<file path="src/rtl/rc4_pkg.sv">
package rc4_pkg;

    // Permutation table geometry.
    localparam int TABLE_SIZE = 256;
    localparam int ADDR_W     = 8;
    localparam int BYTE_W     = 8;

    // Configuration register file.
    localparam int KEY_REG_W  = 64;
    localparam int LEN_W      = 5;
    localparam int CFG_IDX_W  = 2;
    localparam int CFG_DATA_W = KEY_REG_W;

    // The two key registers together hold this many key bytes.
    localparam int KEY_BYTES_HW = 16;
    localparam int KEY_IDX_W    = 4;

    localparam int DEF_MAX_KEY_BYTES = 16;

    localparam logic [CFG_IDX_W-1:0] CFG_KEY_LOW  = 2'd0;
    localparam logic [CFG_IDX_W-1:0] CFG_KEY_HIGH = 2'd1;
    localparam logic [CFG_IDX_W-1:0] CFG_KEY_LEN  = 2'd2;

    typedef enum logic [3:0] {
        ST_IDLE,
        ST_FILL,
        ST_KS_RD_N,
        ST_KS_RD_ACC,
        ST_KS_WR_N,
        ST_KS_WR_ACC,
        ST_RD_I,
        ST_RD_J,
        ST_WR_I,
        ST_WR_J,
        ST_HOLD
    } state_t;

endpackage

</file>
<file path="src/rtl/rc4_ram.sv">
module rc4_ram #(
    parameter int WIDTH = 8,
    parameter int DEPTH = 256
) (
    input  logic                     clk,
    input  logic                     wr_en,
    input  logic [$clog2(DEPTH)-1:0] wr_addr,
    input  logic [WIDTH-1:0]         wr_data,
    input  logic                     rd_en,
    input  logic [$clog2(DEPTH)-1:0] rd_addr,
    output logic [WIDTH-1:0]         rd_data
);

    logic [WIDTH-1:0] mem [DEPTH];

    // A read at the address being written returns the old contents.
    always_ff @(posedge clk)
    begin
        if (wr_en)
        begin
            mem[wr_addr] <= wr_data;
        end
        if (rd_en)
        begin
            rd_data <= mem[rd_addr];
        end
    end

endmodule

</file>
<file path="src/rtl/rc4_stream_cipher.sv">
// Channel   Direction  Handshake            Payload
// input     in         in_valid/in_ready    data_byte[7:0], last_of_message
// output    out        out_valid/out_ready  out_byte[7:0]
// config    in         cfg_write            cfg_index[1:0], cfg_data[63:0]
//
// A byte of an already keyed message passes from acceptance to the next
// acceptance through four read/write steps on the single-port-pair table RAM.
// The first byte of each message first runs the key schedule: an identity fill
// of all 256 entries, then 256 swap steps, each of four table accesses.
// Reset clears the indices and the keyed flag; the table RAM is not cleared,
// because the key schedule writes every entry before any read.
// A result waits in the output register; a stalled output holds back only the
// final step of the following byte.
module rc4_stream_cipher #(
    parameter int MAX_KEY_BYTES = rc4_pkg::DEF_MAX_KEY_BYTES
) (
    input  logic                             clk,
    input  logic                             rst_n,
    input  logic                             cfg_write,
    input  logic [rc4_pkg::CFG_IDX_W-1:0]    cfg_index,
    input  logic [rc4_pkg::CFG_DATA_W-1:0]   cfg_data,
    input  logic                             in_valid,
    output logic                             in_ready,
    input  logic [rc4_pkg::BYTE_W-1:0]       data_byte,
    input  logic                             last_of_message,
    output logic                             out_valid,
    input  logic                             out_ready,
    output logic [rc4_pkg::BYTE_W-1:0]       out_byte
);

    import rc4_pkg::*;

    localparam int KPOS_W = (MAX_KEY_BYTES > 1) ? $clog2(MAX_KEY_BYTES) : 1;

    // Configuration registers.
    logic [KEY_REG_W-1:0] key_low_reg;
    logic [KEY_REG_W-1:0] key_high_reg;
    logic [LEN_W-1:0]     key_len_reg;

    // Control state.
    state_t state_reg, state_next;
    logic   keyed_reg, keyed_next;
    logic   out_valid_reg, out_valid_next;
    logic [ADDR_W-1:0] i_reg, i_next;
    logic [ADDR_W-1:0] j_reg, j_next;

    // Working registers.
    logic [ADDR_W-1:0] cnt_reg, cnt_next;
    logic [ADDR_W-1:0] acc_reg, acc_next;
    logic [KPOS_W-1:0] kpos_reg, kpos_next;
    logic [BYTE_W-1:0] si_reg, si_next;
    logic [BYTE_W-1:0] sj_reg, sj_next;
    logic [ADDR_W-1:0] t_reg, t_next;
    logic [BYTE_W-1:0] res_reg, res_next;
    logic [BYTE_W-1:0] data_reg, data_next;
    logic              last_reg, last_next;
    logic [BYTE_W-1:0] out_byte_reg, out_byte_next;

    // Table RAM port signals.
    logic              ram_we;
    logic [ADDR_W-1:0] ram_waddr;
    logic [BYTE_W-1:0] ram_wdata;
    logic              ram_re;
    logic [ADDR_W-1:0] ram_raddr;
    logic [BYTE_W-1:0] ram_rdata;

    logic              in_take;
    logic              out_free;
    logic              out_load;
    logic [BYTE_W-1:0] key_bytes [KEY_BYTES_HW];
    logic [BYTE_W-1:0] key_byte;
    logic [LEN_W-1:0]  len_eff;
    logic              kpos_wrap;
    logic [ADDR_W-1:0] acc_sum;
    logic [BYTE_W-1:0] keystream;

    rc4_ram #(
        .WIDTH (BYTE_W),
        .DEPTH (TABLE_SIZE)
    ) u_table (
        .clk     (clk),
        .wr_en   (ram_we),
        .wr_addr (ram_waddr),
        .wr_data (ram_wdata),
        .rd_en   (ram_re),
        .rd_addr (ram_raddr),
        .rd_data (ram_rdata)
    );

    // Key bytes 0..7 come from the low register, 8..15 from the high one.
    for (genvar k = 0; k < KEY_BYTES_HW / 2; k++)
    begin : g_key
        assign key_bytes[k]                    = key_low_reg[k*BYTE_W +: BYTE_W];
        assign key_bytes[k + KEY_BYTES_HW / 2] = key_high_reg[k*BYTE_W +: BYTE_W];
    end

    assign key_byte = key_bytes[KEY_IDX_W'(kpos_reg)];

    // A zero length acts as one, and lengths saturate at the supported maximum.
    always_comb
    begin
        if (key_len_reg == '0)
        begin
            len_eff = LEN_W'(1);
        end
        else if (key_len_reg > LEN_W'(MAX_KEY_BYTES))
        begin
            len_eff = LEN_W'(MAX_KEY_BYTES);
        end
        else
        begin
            len_eff = key_len_reg;
        end
    end

    assign kpos_wrap = (LEN_W'(kpos_reg) + LEN_W'(1)) >= len_eff;
    assign acc_sum   = acc_reg + ram_rdata + key_byte;

    // The keystream index was read before the swap landed in the table, so a
    // hit on either swapped entry takes the swapped value instead. When both
    // indices are equal the two candidates carry the same byte.
    always_comb
    begin
        if (t_reg == j_reg)
        begin
            keystream = si_reg;
        end
        else if (t_reg == i_reg)
        begin
            keystream = sj_reg;
        end
        else
        begin
            keystream = ram_rdata;
        end
    end

    assign in_ready  = (state_reg == ST_IDLE);
    assign in_take   = in_valid && in_ready;
    assign out_free  = !out_valid_reg || out_ready;
    assign out_valid = out_valid_reg;
    assign out_byte  = out_byte_reg;

    // Next state.
    always_comb
    begin
        state_next = state_reg;
        case (state_reg)
            ST_IDLE:
            begin
                if (in_take)
                begin
                    state_next = keyed_reg ? ST_RD_I : ST_FILL;
                end
            end
            ST_FILL:
            begin
                if (cnt_reg == '1)
                begin
                    state_next = ST_KS_RD_N;
                end
            end
            ST_KS_RD_N:   state_next = ST_KS_RD_ACC;
            ST_KS_RD_ACC: state_next = ST_KS_WR_N;
            ST_KS_WR_N:   state_next = ST_KS_WR_ACC;
            ST_KS_WR_ACC: state_next = (cnt_reg == '1) ? ST_RD_I : ST_KS_RD_N;
            ST_RD_I:      state_next = ST_RD_J;
            ST_RD_J:      state_next = ST_WR_I;
            ST_WR_I:      state_next = ST_WR_J;
            ST_WR_J:      state_next = out_free ? ST_IDLE : ST_HOLD;
            ST_HOLD:
            begin
                if (out_free)
                begin
                    state_next = ST_IDLE;
                end
            end
            default:      state_next = ST_IDLE;
        endcase
    end

    // Memory accesses and datapath updates.
    always_comb
    begin
        ram_we        = 1'b0;
        ram_waddr     = cnt_reg;
        ram_wdata     = cnt_reg;
        ram_re        = 1'b0;
        ram_raddr     = cnt_reg;
        cnt_next      = cnt_reg;
        acc_next      = acc_reg;
        kpos_next     = kpos_reg;
        i_next        = i_reg;
        j_next        = j_reg;
        si_next       = si_reg;
        sj_next       = sj_reg;
        t_next        = t_reg;
        res_next      = res_reg;
        data_next     = data_reg;
        last_next     = last_reg;
        keyed_next    = keyed_reg;
        out_load      = 1'b0;
        out_byte_next = out_byte_reg;

        case (state_reg)
            ST_IDLE:
            begin
                if (in_take)
                begin
                    data_next = data_byte;
                    last_next = last_of_message;
                    if (!keyed_reg)
                    begin
                        cnt_next  = '0;
                        acc_next  = '0;
                        kpos_next = '0;
                    end
                end
            end
            ST_FILL:
            begin
                ram_we   = 1'b1;
                cnt_next = cnt_reg + ADDR_W'(1);
            end
            ST_KS_RD_N:
            begin
                ram_re = 1'b1;
            end
            ST_KS_RD_ACC:
            begin
                si_next   = ram_rdata;
                acc_next  = acc_sum;
                ram_re    = 1'b1;
                ram_raddr = acc_sum;
            end
            ST_KS_WR_N:
            begin
                ram_we    = 1'b1;
                ram_wdata = ram_rdata;
            end
            ST_KS_WR_ACC:
            begin
                ram_we    = 1'b1;
                ram_waddr = acc_reg;
                ram_wdata = si_reg;
                cnt_next  = cnt_reg + ADDR_W'(1);
                kpos_next = kpos_wrap ? '0 : kpos_reg + KPOS_W'(1);
                if (cnt_reg == '1)
                begin
                    i_next     = '0;
                    j_next     = '0;
                    keyed_next = 1'b1;
                end
            end
            ST_RD_I:
            begin
                i_next    = i_reg + ADDR_W'(1);
                ram_re    = 1'b1;
                ram_raddr = i_reg + ADDR_W'(1);
            end
            ST_RD_J:
            begin
                si_next   = ram_rdata;
                j_next    = j_reg + ram_rdata;
                ram_re    = 1'b1;
                ram_raddr = j_reg + ram_rdata;
            end
            ST_WR_I:
            begin
                sj_next   = ram_rdata;
                t_next    = si_reg + ram_rdata;
                ram_we    = 1'b1;
                ram_waddr = i_reg;
                ram_wdata = ram_rdata;
                ram_re    = 1'b1;
                ram_raddr = si_reg + ram_rdata;
            end
            ST_WR_J:
            begin
                ram_we    = 1'b1;
                ram_waddr = j_reg;
                ram_wdata = si_reg;
                res_next  = data_reg ^ keystream;
                if (last_reg)
                begin
                    keyed_next = 1'b0;
                end
                if (out_free)
                begin
                    out_load      = 1'b1;
                    out_byte_next = data_reg ^ keystream;
                end
            end
            ST_HOLD:
            begin
                if (out_free)
                begin
                    out_load      = 1'b1;
                    out_byte_next = res_reg;
                end
            end
            default:
            begin
            end
        endcase

        if (out_load)
        begin
            out_valid_next = 1'b1;
        end
        else if (out_ready)
        begin
            out_valid_next = 1'b0;
        end
        else
        begin
            out_valid_next = out_valid_reg;
        end
    end

    // Configuration writes; indexes past the register list are ignored.
    always_ff @(posedge clk or negedge rst_n)
    begin
        if (!rst_n)
        begin
            key_low_reg  <= '0;
            key_high_reg <= '0;
            key_len_reg  <= LEN_W'(1);
        end
        else if (cfg_write)
        begin
            case (cfg_index)
                CFG_KEY_LOW:  key_low_reg  <= cfg_data;
                CFG_KEY_HIGH: key_high_reg <= cfg_data;
                CFG_KEY_LEN:  key_len_reg  <= cfg_data[LEN_W-1:0];
                default:
                begin
                end
            endcase
        end
    end

    always_ff @(posedge clk or negedge rst_n)
    begin
        if (!rst_n)
        begin
            state_reg     <= ST_IDLE;
            keyed_reg     <= 1'b0;
            out_valid_reg <= 1'b0;
            i_reg         <= '0;
            j_reg         <= '0;
        end
        else
        begin
            state_reg     <= state_next;
            keyed_reg     <= keyed_next;
            out_valid_reg <= out_valid_next;
            i_reg         <= i_next;
            j_reg         <= j_next;
        end
    end

    always_ff @(posedge clk)
    begin
        cnt_reg      <= cnt_next;
        acc_reg      <= acc_next;
        kpos_reg     <= kpos_next;
        si_reg       <= si_next;
        sj_reg       <= sj_next;
        t_reg        <= t_next;
        res_reg      <= res_next;
        data_reg     <= data_next;
        last_reg     <= last_next;
        out_byte_reg <= out_byte_next;
    end

    // The keyed flag drops only when the last byte of a message finishes.
    a_keyed_drop: assert property (@(posedge clk) disable iff (!rst_n)
        $fell(keyed_reg) |-> $past(state_reg == ST_WR_J && last_reg))
        else $error("keyed flag cleared outside the end of a message");

    // No result is produced while the key schedule owns the table.
    a_no_out_in_schedule: assert property (@(posedge clk) disable iff (!rst_n)
        (state_reg == ST_FILL || state_reg == ST_KS_RD_N || state_reg == ST_KS_RD_ACC
         || state_reg == ST_KS_WR_N || state_reg == ST_KS_WR_ACC) |-> !out_load)
        else $error("output loaded during key schedule");

    // An accepted request is worked on before another one is taken.
    a_one_at_a_time: assert property (@(posedge clk) disable iff (!rst_n)
        in_take |=> !in_ready)
        else $error("second request taken while one is in progress");

    // A pending result is never overwritten before it is taken.
    a_no_overwrite: assert property (@(posedge clk) disable iff (!rst_n)
        (out_valid_reg && !out_ready) |=> $stable(out_byte_reg))
        else $error("pending result overwritten");

endmodule
</file>
<file path="config.mk">
export PLATFORM = sky130hd
export DESIGN_NAME = rc4_stream_cipher
export DESIGN_NICKNAME = d
export VERILOG_FILES = /design/src/rtl/rc4_pkg.sv /design/src/rtl/rc4_ram.sv /design/src/rtl/rc4_stream_cipher.sv
export SDC_FILE = /design/constraint.sdc
export NUM_CORES = 2
export LEC_CHECK = 0
export BUFFER_PORTS_ARGS = -buffer_cell sky130_fd_sc_hd__buf_2
export CAP_MARGIN = 20
export CORE_MARGIN = 1
export CORE_UTILIZATION = 45
export DETAILED_ROUTE_END_ITERATION = 8
export HOLD_SLACK_MARGIN = 0.12
export SLEW_MARGIN = 20
export SYNTH_ARGS = -nofsm -noshare
export SYNTH_HDL_FRONTEND = slang
export SYNTH_SLANG_ARGS = --single-unit
</file>
<file path="constraint.sdc">
create_clock -name clk -period 16.23 [get_ports clk]
set_input_delay 3.246 -clock clk [delete_from_list [all_inputs] [get_ports clk]]
set_output_delay 3.246 -clock clk [all_outputs]
set_load 0.05 [all_outputs]
</file>
# Yosys cells after proc, flatten, opt, wreduce, memory -nomap -nowiden
# Memories as Yosys holds them, arrays and structs flattened. A register that Yosys moved wholly into a read port is not among the register bits.
# Index checks and enable logic that the tools add are counted.
dict set report word_totals {
  in_bits 80
  ff_bits 224
  n_memories 1
  ram_bits 2048
  output_inout_bits 10
}
dict set report op_classes {
  add_sub_neg 8
  bitwise 2
  eq_ne 22
  mux 42
  n_lt_le_gt_ge 3
  n_reduce_logical 33
}
# memory depth word_bits read_ports rd_clocked_by_memory_dff wr line
set mem_list {}
lappend mem_list {u_table.mem 256 8 1 1 1 rc4_ram.sv:14} ;# logic [WIDTH-1:0] mem [DEPTH];
# op n
set ops {}
lappend ops {{8-bit case mux with 2 select lines} 6}
lappend ops {{8-bit two-way mux} 9}
lappend ops {{4-bit case mux with 11 select lines} 1}
lappend ops {{8-bit adder} 4}
lappend ops {{8-bit binary-select mux with 4-bit select} 1}
lappend ops {{8-bit case mux with 4 select lines} 1}
lappend ops {{4-bit two-way mux} 7}
lappend ops {{8-bit case mux with 3 select lines} 1}
lappend ops {{3-bit AND reduction} 6}
lappend ops {{8-bit by 1-bit adder with 8-bit output (second input constant)} 2}
lappend ops {{4-bit by 3-bit == test with 1-bit output (second input constant)} 4}
lappend ops {{8-bit == test} 2}
lappend ops {{2-bit nonzero test} 8}
lappend ops {{4-bit == test (second input constant)} 3}
lappend ops {{2-bit inequality test (second input constant)} 6}
lappend ops {{2-bit AND reduction} 6}
lappend ops {{1-bit two-way mux} 10}
lappend ops {{5-bit two-way mux} 2}
lappend ops {{2-bit OR reduction} 5}
lappend ops {{5-bit OR reduction} 2}
lappend ops {{4-bit by 2-bit == test with 1-bit output (second input constant)} 2}
lappend ops {{8-bit == test (second input constant)} 1}
lappend ops {{4-bit case mux with 2 select lines} 1}
lappend ops {{8-bit XOR} 1}
lappend ops {{other kinds (18)} 19}

# Depth between registers and ports, before layout
dict set report depth {
  ltp_word 6
  depth_mapped 25
}

# Modules after synthesis
# From an unflattened synthesis, not the netlist that was laid out.
dict set report hier_totals {
  hier_cells 4696
  hier_area_um2 91390.2
}
# mod seq_area_each_um2 n_inst area_per_inst_um2 cells_per_inst
set modules_own_cells {}
lappend modules_own_cells {rc4_ram 61739.2 1 79636.4 3733}
lappend modules_own_cells {rc4_stream_cipher 5952.0 1 11753.8 963}

# Least setup slack after synthesis
# No wires, ideal clock.
dict set report synth_path {
  path_type {flip-flop to flip-flop}
  startpoint {reg kpos_reg[0]}
  endpoint {reg u_table.rd_data[6] (read register of u_table.mem), data pin}
  path_buffers 5
  setup_ns 0.255
  slack_ns 10.427
  t_arrival_ns 5.548
  path_stages_with_launch 22
  required_time_ns 15.975
  cell_sequence {edfxtp_1 > buf_2 > buf_1 > clkbuf_1 > mux2i_1 > a221oi_1 > o21ai_0 > nand2_1 > fa_1 > ha_1 > fa_1 > xnor2_1 > a21oi_1 > nor2_1 > o221a_2 > nor2_2 > clkbuf_1 > clkbuf_1 > o211ai_1 > a211oi_1 > a211oi_1 > and3_1}
}
dict set report synth_between {
  elab_chain_cells 6
}
# item line
set synth_rtl {}
lappend synth_rtl {{from (decl)} rc4_stream_cipher.sv:50} ;# logic [KPOS_W-1:0] kpos_reg, kpos_next;
lappend synth_rtl {{from (signal assigned)} rc4_stream_cipher.sv:367} ;# kpos_reg <= kpos_next;
lappend synth_rtl {{4-bit inverter with 5-bit output (implied by the code)} rc4_stream_cipher.sv:97} ;# assign key_byte = key_bytes[KEY_IDX_W'(kpos_reg)];
lappend synth_rtl {{8-bit binary-select mux with 4-bit select} rc4_stream_cipher.sv:97}
lappend synth_rtl {{8-bit two-way mux (implied by the code) (2 in a row)} rc4_stream_cipher.sv:97}
lappend synth_rtl {{8-bit adder} rc4_stream_cipher.sv:117} ;# assign acc_sum = acc_reg + ram_rdata + key_byte;
lappend synth_rtl {{8-bit case mux with 4 select lines} rc4_stream_cipher.sv:205} ;# case (state_reg)
lappend synth_rtl {{to (decl)} rc4_ram.sv:11} ;# output logic [WIDTH-1:0] rd_data
# Every way passes these cells. The select of a mux whose other input is x is not followed.
# A chain may end at the register's enable or synchronous reset.

# Worst setup path after layout
dict set report layout_path {
  startpoint {reg kpos_reg[2]}
  endpoint {reg u_table.rd_data[5] (read register of u_table.mem), data pin}
}
# Same word-level chain as after synthesis.

==> run_results.csv <==
group,metric,value,unit
run_status,outcome,"finished clean",
clock_tree,cts_hold_buf,0,
synthesis,synth_area,0.0946,mm²
sta,fin_crit_sh,54.0,%
routing,drc,0,
clock_tree,cts_resized,0,
clock_tree,clockRootBuffer,"clkbuf_16",
clock_tree,post-cts-setup-buffer-count,0,
worst_hold_path,worstHoldStart,"key_high_reg[55]",
synthesis,yosysSeqAreaShare,71.6,%
clock_tree,insertion_delay,0.90,ns
clock_tree,clk_pin_slew,0.06,ns
synthesis,ys_warn_count,0,
cells_and_area,drive_gt1_share,12.3,%
synthesis,ys_types,101,
sta,rsz0062_at_grt,"no",
cells_and_area,synthToLayoutAreaGrowth,11.1,%
critical_path,cp.arrival,9.38,ns
routing,vias,58400,
cells_and_area,largest_reg_flops,2048,
global_routing,grt_usage,25.1,%
global_routing,grt_pass1_wl,389000,µm
critical_path,critPathTopFamily,"compound AO/OA/AOI/OAI gates",
floorplan,io_pins,90,
routing,first_pass_iters,8,
critical_path,crit_buf_inv,3,
global_routing,grt_pass1_vias,55200,
routing,wl_per_cell,27.8,µm
floorplan,die_area,0.212,mm²
worst_hold_path,worst_hold_path.num_cells,1,
worst_hold_path,worstHoldPathType,"reg -> reg",
floorplan,rows,167,
cells_and_area,layout_common_cells,"2125 x edfxtp_1, 1277 x nand2_1, 473 x nand3_1, 368 x mux2i_1, 338 x nor2_1",
placed_design,dp_hpwl,159000,µm
critical_path,cp.required,16.85,ns
global_routing,antenna_found_initial,15,
clock_tree,clk_path_buf_depth,3,
sta,timing.fmax,114,MHz
synthesis,synth.avg_cell_area,14.2,µm²
sta,drv_slew,0,
critical_path,slowest_stage,"a2111oi_0",
critical_path,cp_cell_sequence,"nor2b_1 > nand2_1 > nand2_1 > a21oi_1 > o21a_1 > a221oi_1 > fa_1 > nor3b_1 > o21ai_0 > a22o_4 > buf_12 > buf_4 > buf_4 > mux2i_1 > a32oi_1 > o21ai_0 > o22ai_1 > a2111oi_0 > nor3b_1 > nor4_2",
routing,viasPerCell,6.05,
floorplan,fp.dieH,460,µm
synthesis,synth_seq_cells,2280,
routing,ant_nets,0,
critical_path,r2r_cells,20,
critical_path,rrSetupSlack,7.47,ns
critical_path,end_kind,"register",
sta,maxSlewHeadroom,18.3,%
placed_design,gp_routability_congestion,0.880,
critical_path,critPathLaunchType,"register",
floorplan,start_util,45.5,%
clock_tree,cts_max_level,4,
floorplan,core_area,0.208,mm²
synthesis,syn_inst,6653,
clock_tree,cts_tree,"done",
routing,drt_iter0_markers,7868,
critical_path,critPathKind,"reg -> reg",
critical_path,critPathMaxStageDelay,1.06,ns
clock_tree,cts_buffers,229,
critical_path,r2r-start,"kpos_reg[2]",
global_routing,grt_max_degree,215,
sta,layout_min_cycle_time,8.76,ns
cells_and_area,final_common_cell,"edfxtp_1",
synthesis,synthArstFlopShare,6.80,%
synthesis,synth_edf_count,2125,
global_routing,grt_overflow,0,
sta,hold_violations,0,
sta,fin_skew,0.0338,ns
floorplan,dieWidth,460,µm
critical_path,critPathMaxFanout,160,
run,drv_cap,0,
sta,setup_violations,0,
cells_and_area,fin_nets,6780,
sta,fin_setup_tns,0,ns
critical_path,reg2reg_to,"u_table.rd_data[5]",
worst_hold_path,hold_end,"key_high_reg[55]",
sta,worst_pin_slew,1.19,ns
synthesis,synthFlopType,"edfxtp_1",
synthesis,syn_nets,6771,
routing,wl,268000,µm
clock_tree,clock_sinks,2280,
placed_design,io_buffers,89,
kinds of logic after synthesis:
logic type,Yosys count,share of synthesized area [%]
adders and majority gates,39,0.593
muxes,619,8.14
xor gates and xnor gates,48,0.459
DFF,2280,71.6
and+or+nand+nor,2346,10.7
buffers and inverters,508,2.41
AOI/OAI and AO/OA,813,6.11
synth_stat cells, types with 13 or more instances:
cell / n / share of area, %
buf_1: 55 / 0.22
buf_2: 189 / 1.0
buf_4: 20 / 0.16
nor3_1: 50 / 0.26
xnor2_1: 25 / 0.23
o21ai_0: 59 / 0.31
clkbuf_1: 171 / 0.68
a31oi_1: 159 / 1.1
a32oi_1: 20 / 0.19
nor2_1: 347 / 1.4
ha_1: 28 / 0.37
a221oi_1: 78 / 0.72
dfrtp_1: 154 / 4.1
nand2b_1: 13 / 0.086
a21oi_1: 143 / 0.76
mux2_2: 145 / 1.7
edfxtp_1: 2125 / 67
mux2i_1: 368 / 3.9
nand2_1: 1278 / 5.1
inv_1: 65 / 0.26
a22oi_1: 31 / 0.25
a311oi_1: 94 / 0.87
nand3_1: 476 / 2.5
nand4_1: 25 / 0.17
a211oi_1: 79 / 0.63
o22ai_1: 22 / 0.15
xor2_1: 22 / 0.20
and3_1: 52 / 0.34
mux4_2: 106 / 2.5
worst max path at each step:
| stage | startpoint | to | cells after the start |
|---|---|---|---|
| floorplan | kpos_reg[0] | u_table.rd_data[6] | 21 |
| global placement | kpos_reg[2] | u_table.rd_data[4] | 22 |
| detailed placement | kpos_reg[2] | u_table.rd_data[5] | 22 |
| CTS | kpos_reg[2] | u_table.rd_data[5] | 22 |
| global route | kpos_reg[2] | u_table.rd_data[6] | 20 |
| finish | kpos_reg[2] | u_table.rd_data[5] | 20 |
metal layers:
layer | up-vias | global-route usage, % | share of wire, %
li1 | 25300 | - | -
met1 | 29700 | 35.9 | 41
met2 | 2905 | 38.4 | 46
met3 | 500 | 4.79 | 9.5
met4 | 18 | 8.54 | 3.4
met5 | - | 0 | 0.047
worst reg2reg max path, stage by stage (launching register included):
cell and delay [ns]:
edfxtp_1 0.67, nor2b_1 0.89, nand2_1 0.11, nand2_1 0.12
a21oi_1 0.07, o21a_1 0.21, a221oi_1 0.38, fa_1 0.32
nor3b_1 0.08, o21ai_0 0.49, a22o_4 0.52, buf_12 0.61
buf_4 1.01, buf_4 0.78, mux2i_1 0.28, a32oi_1 0.07
o21ai_0 0.13, o22ai_1 0.10, a2111oi_0 1.06, nor3b_1 0.53
nor4_2 0.10
final cells by class:
class	count	area, µm²
fill	17400	103000
clock buffer	307	6130
tap	2788	3490
multi-input combinational	3865	24900
sequential	2280	67700
antenna	3	7.51
timing repair buffer	220	1550
clock inverter	117	1030
inverter	66	253
through the flow:
stage	worst slack, ns	util [%]	instances	cell area, µm²	hold WS [ns]
after floorplan	10.43	-	6653	94600	0.443
after global placement	7.53	47.0	9215	97800	0.481
after detailed placement	7.66	47.1	9217	97800	0.488
after CTS	7.64	50.5	9641	105000	0.502
after global routing	7.23	50.5	9645	105000	0.510
final	7.47	50.5	9646	105000	0.501
Power is not shown: default switching activity piles up to over one toggle a cycle in this logic, so the estimate is an artifact.
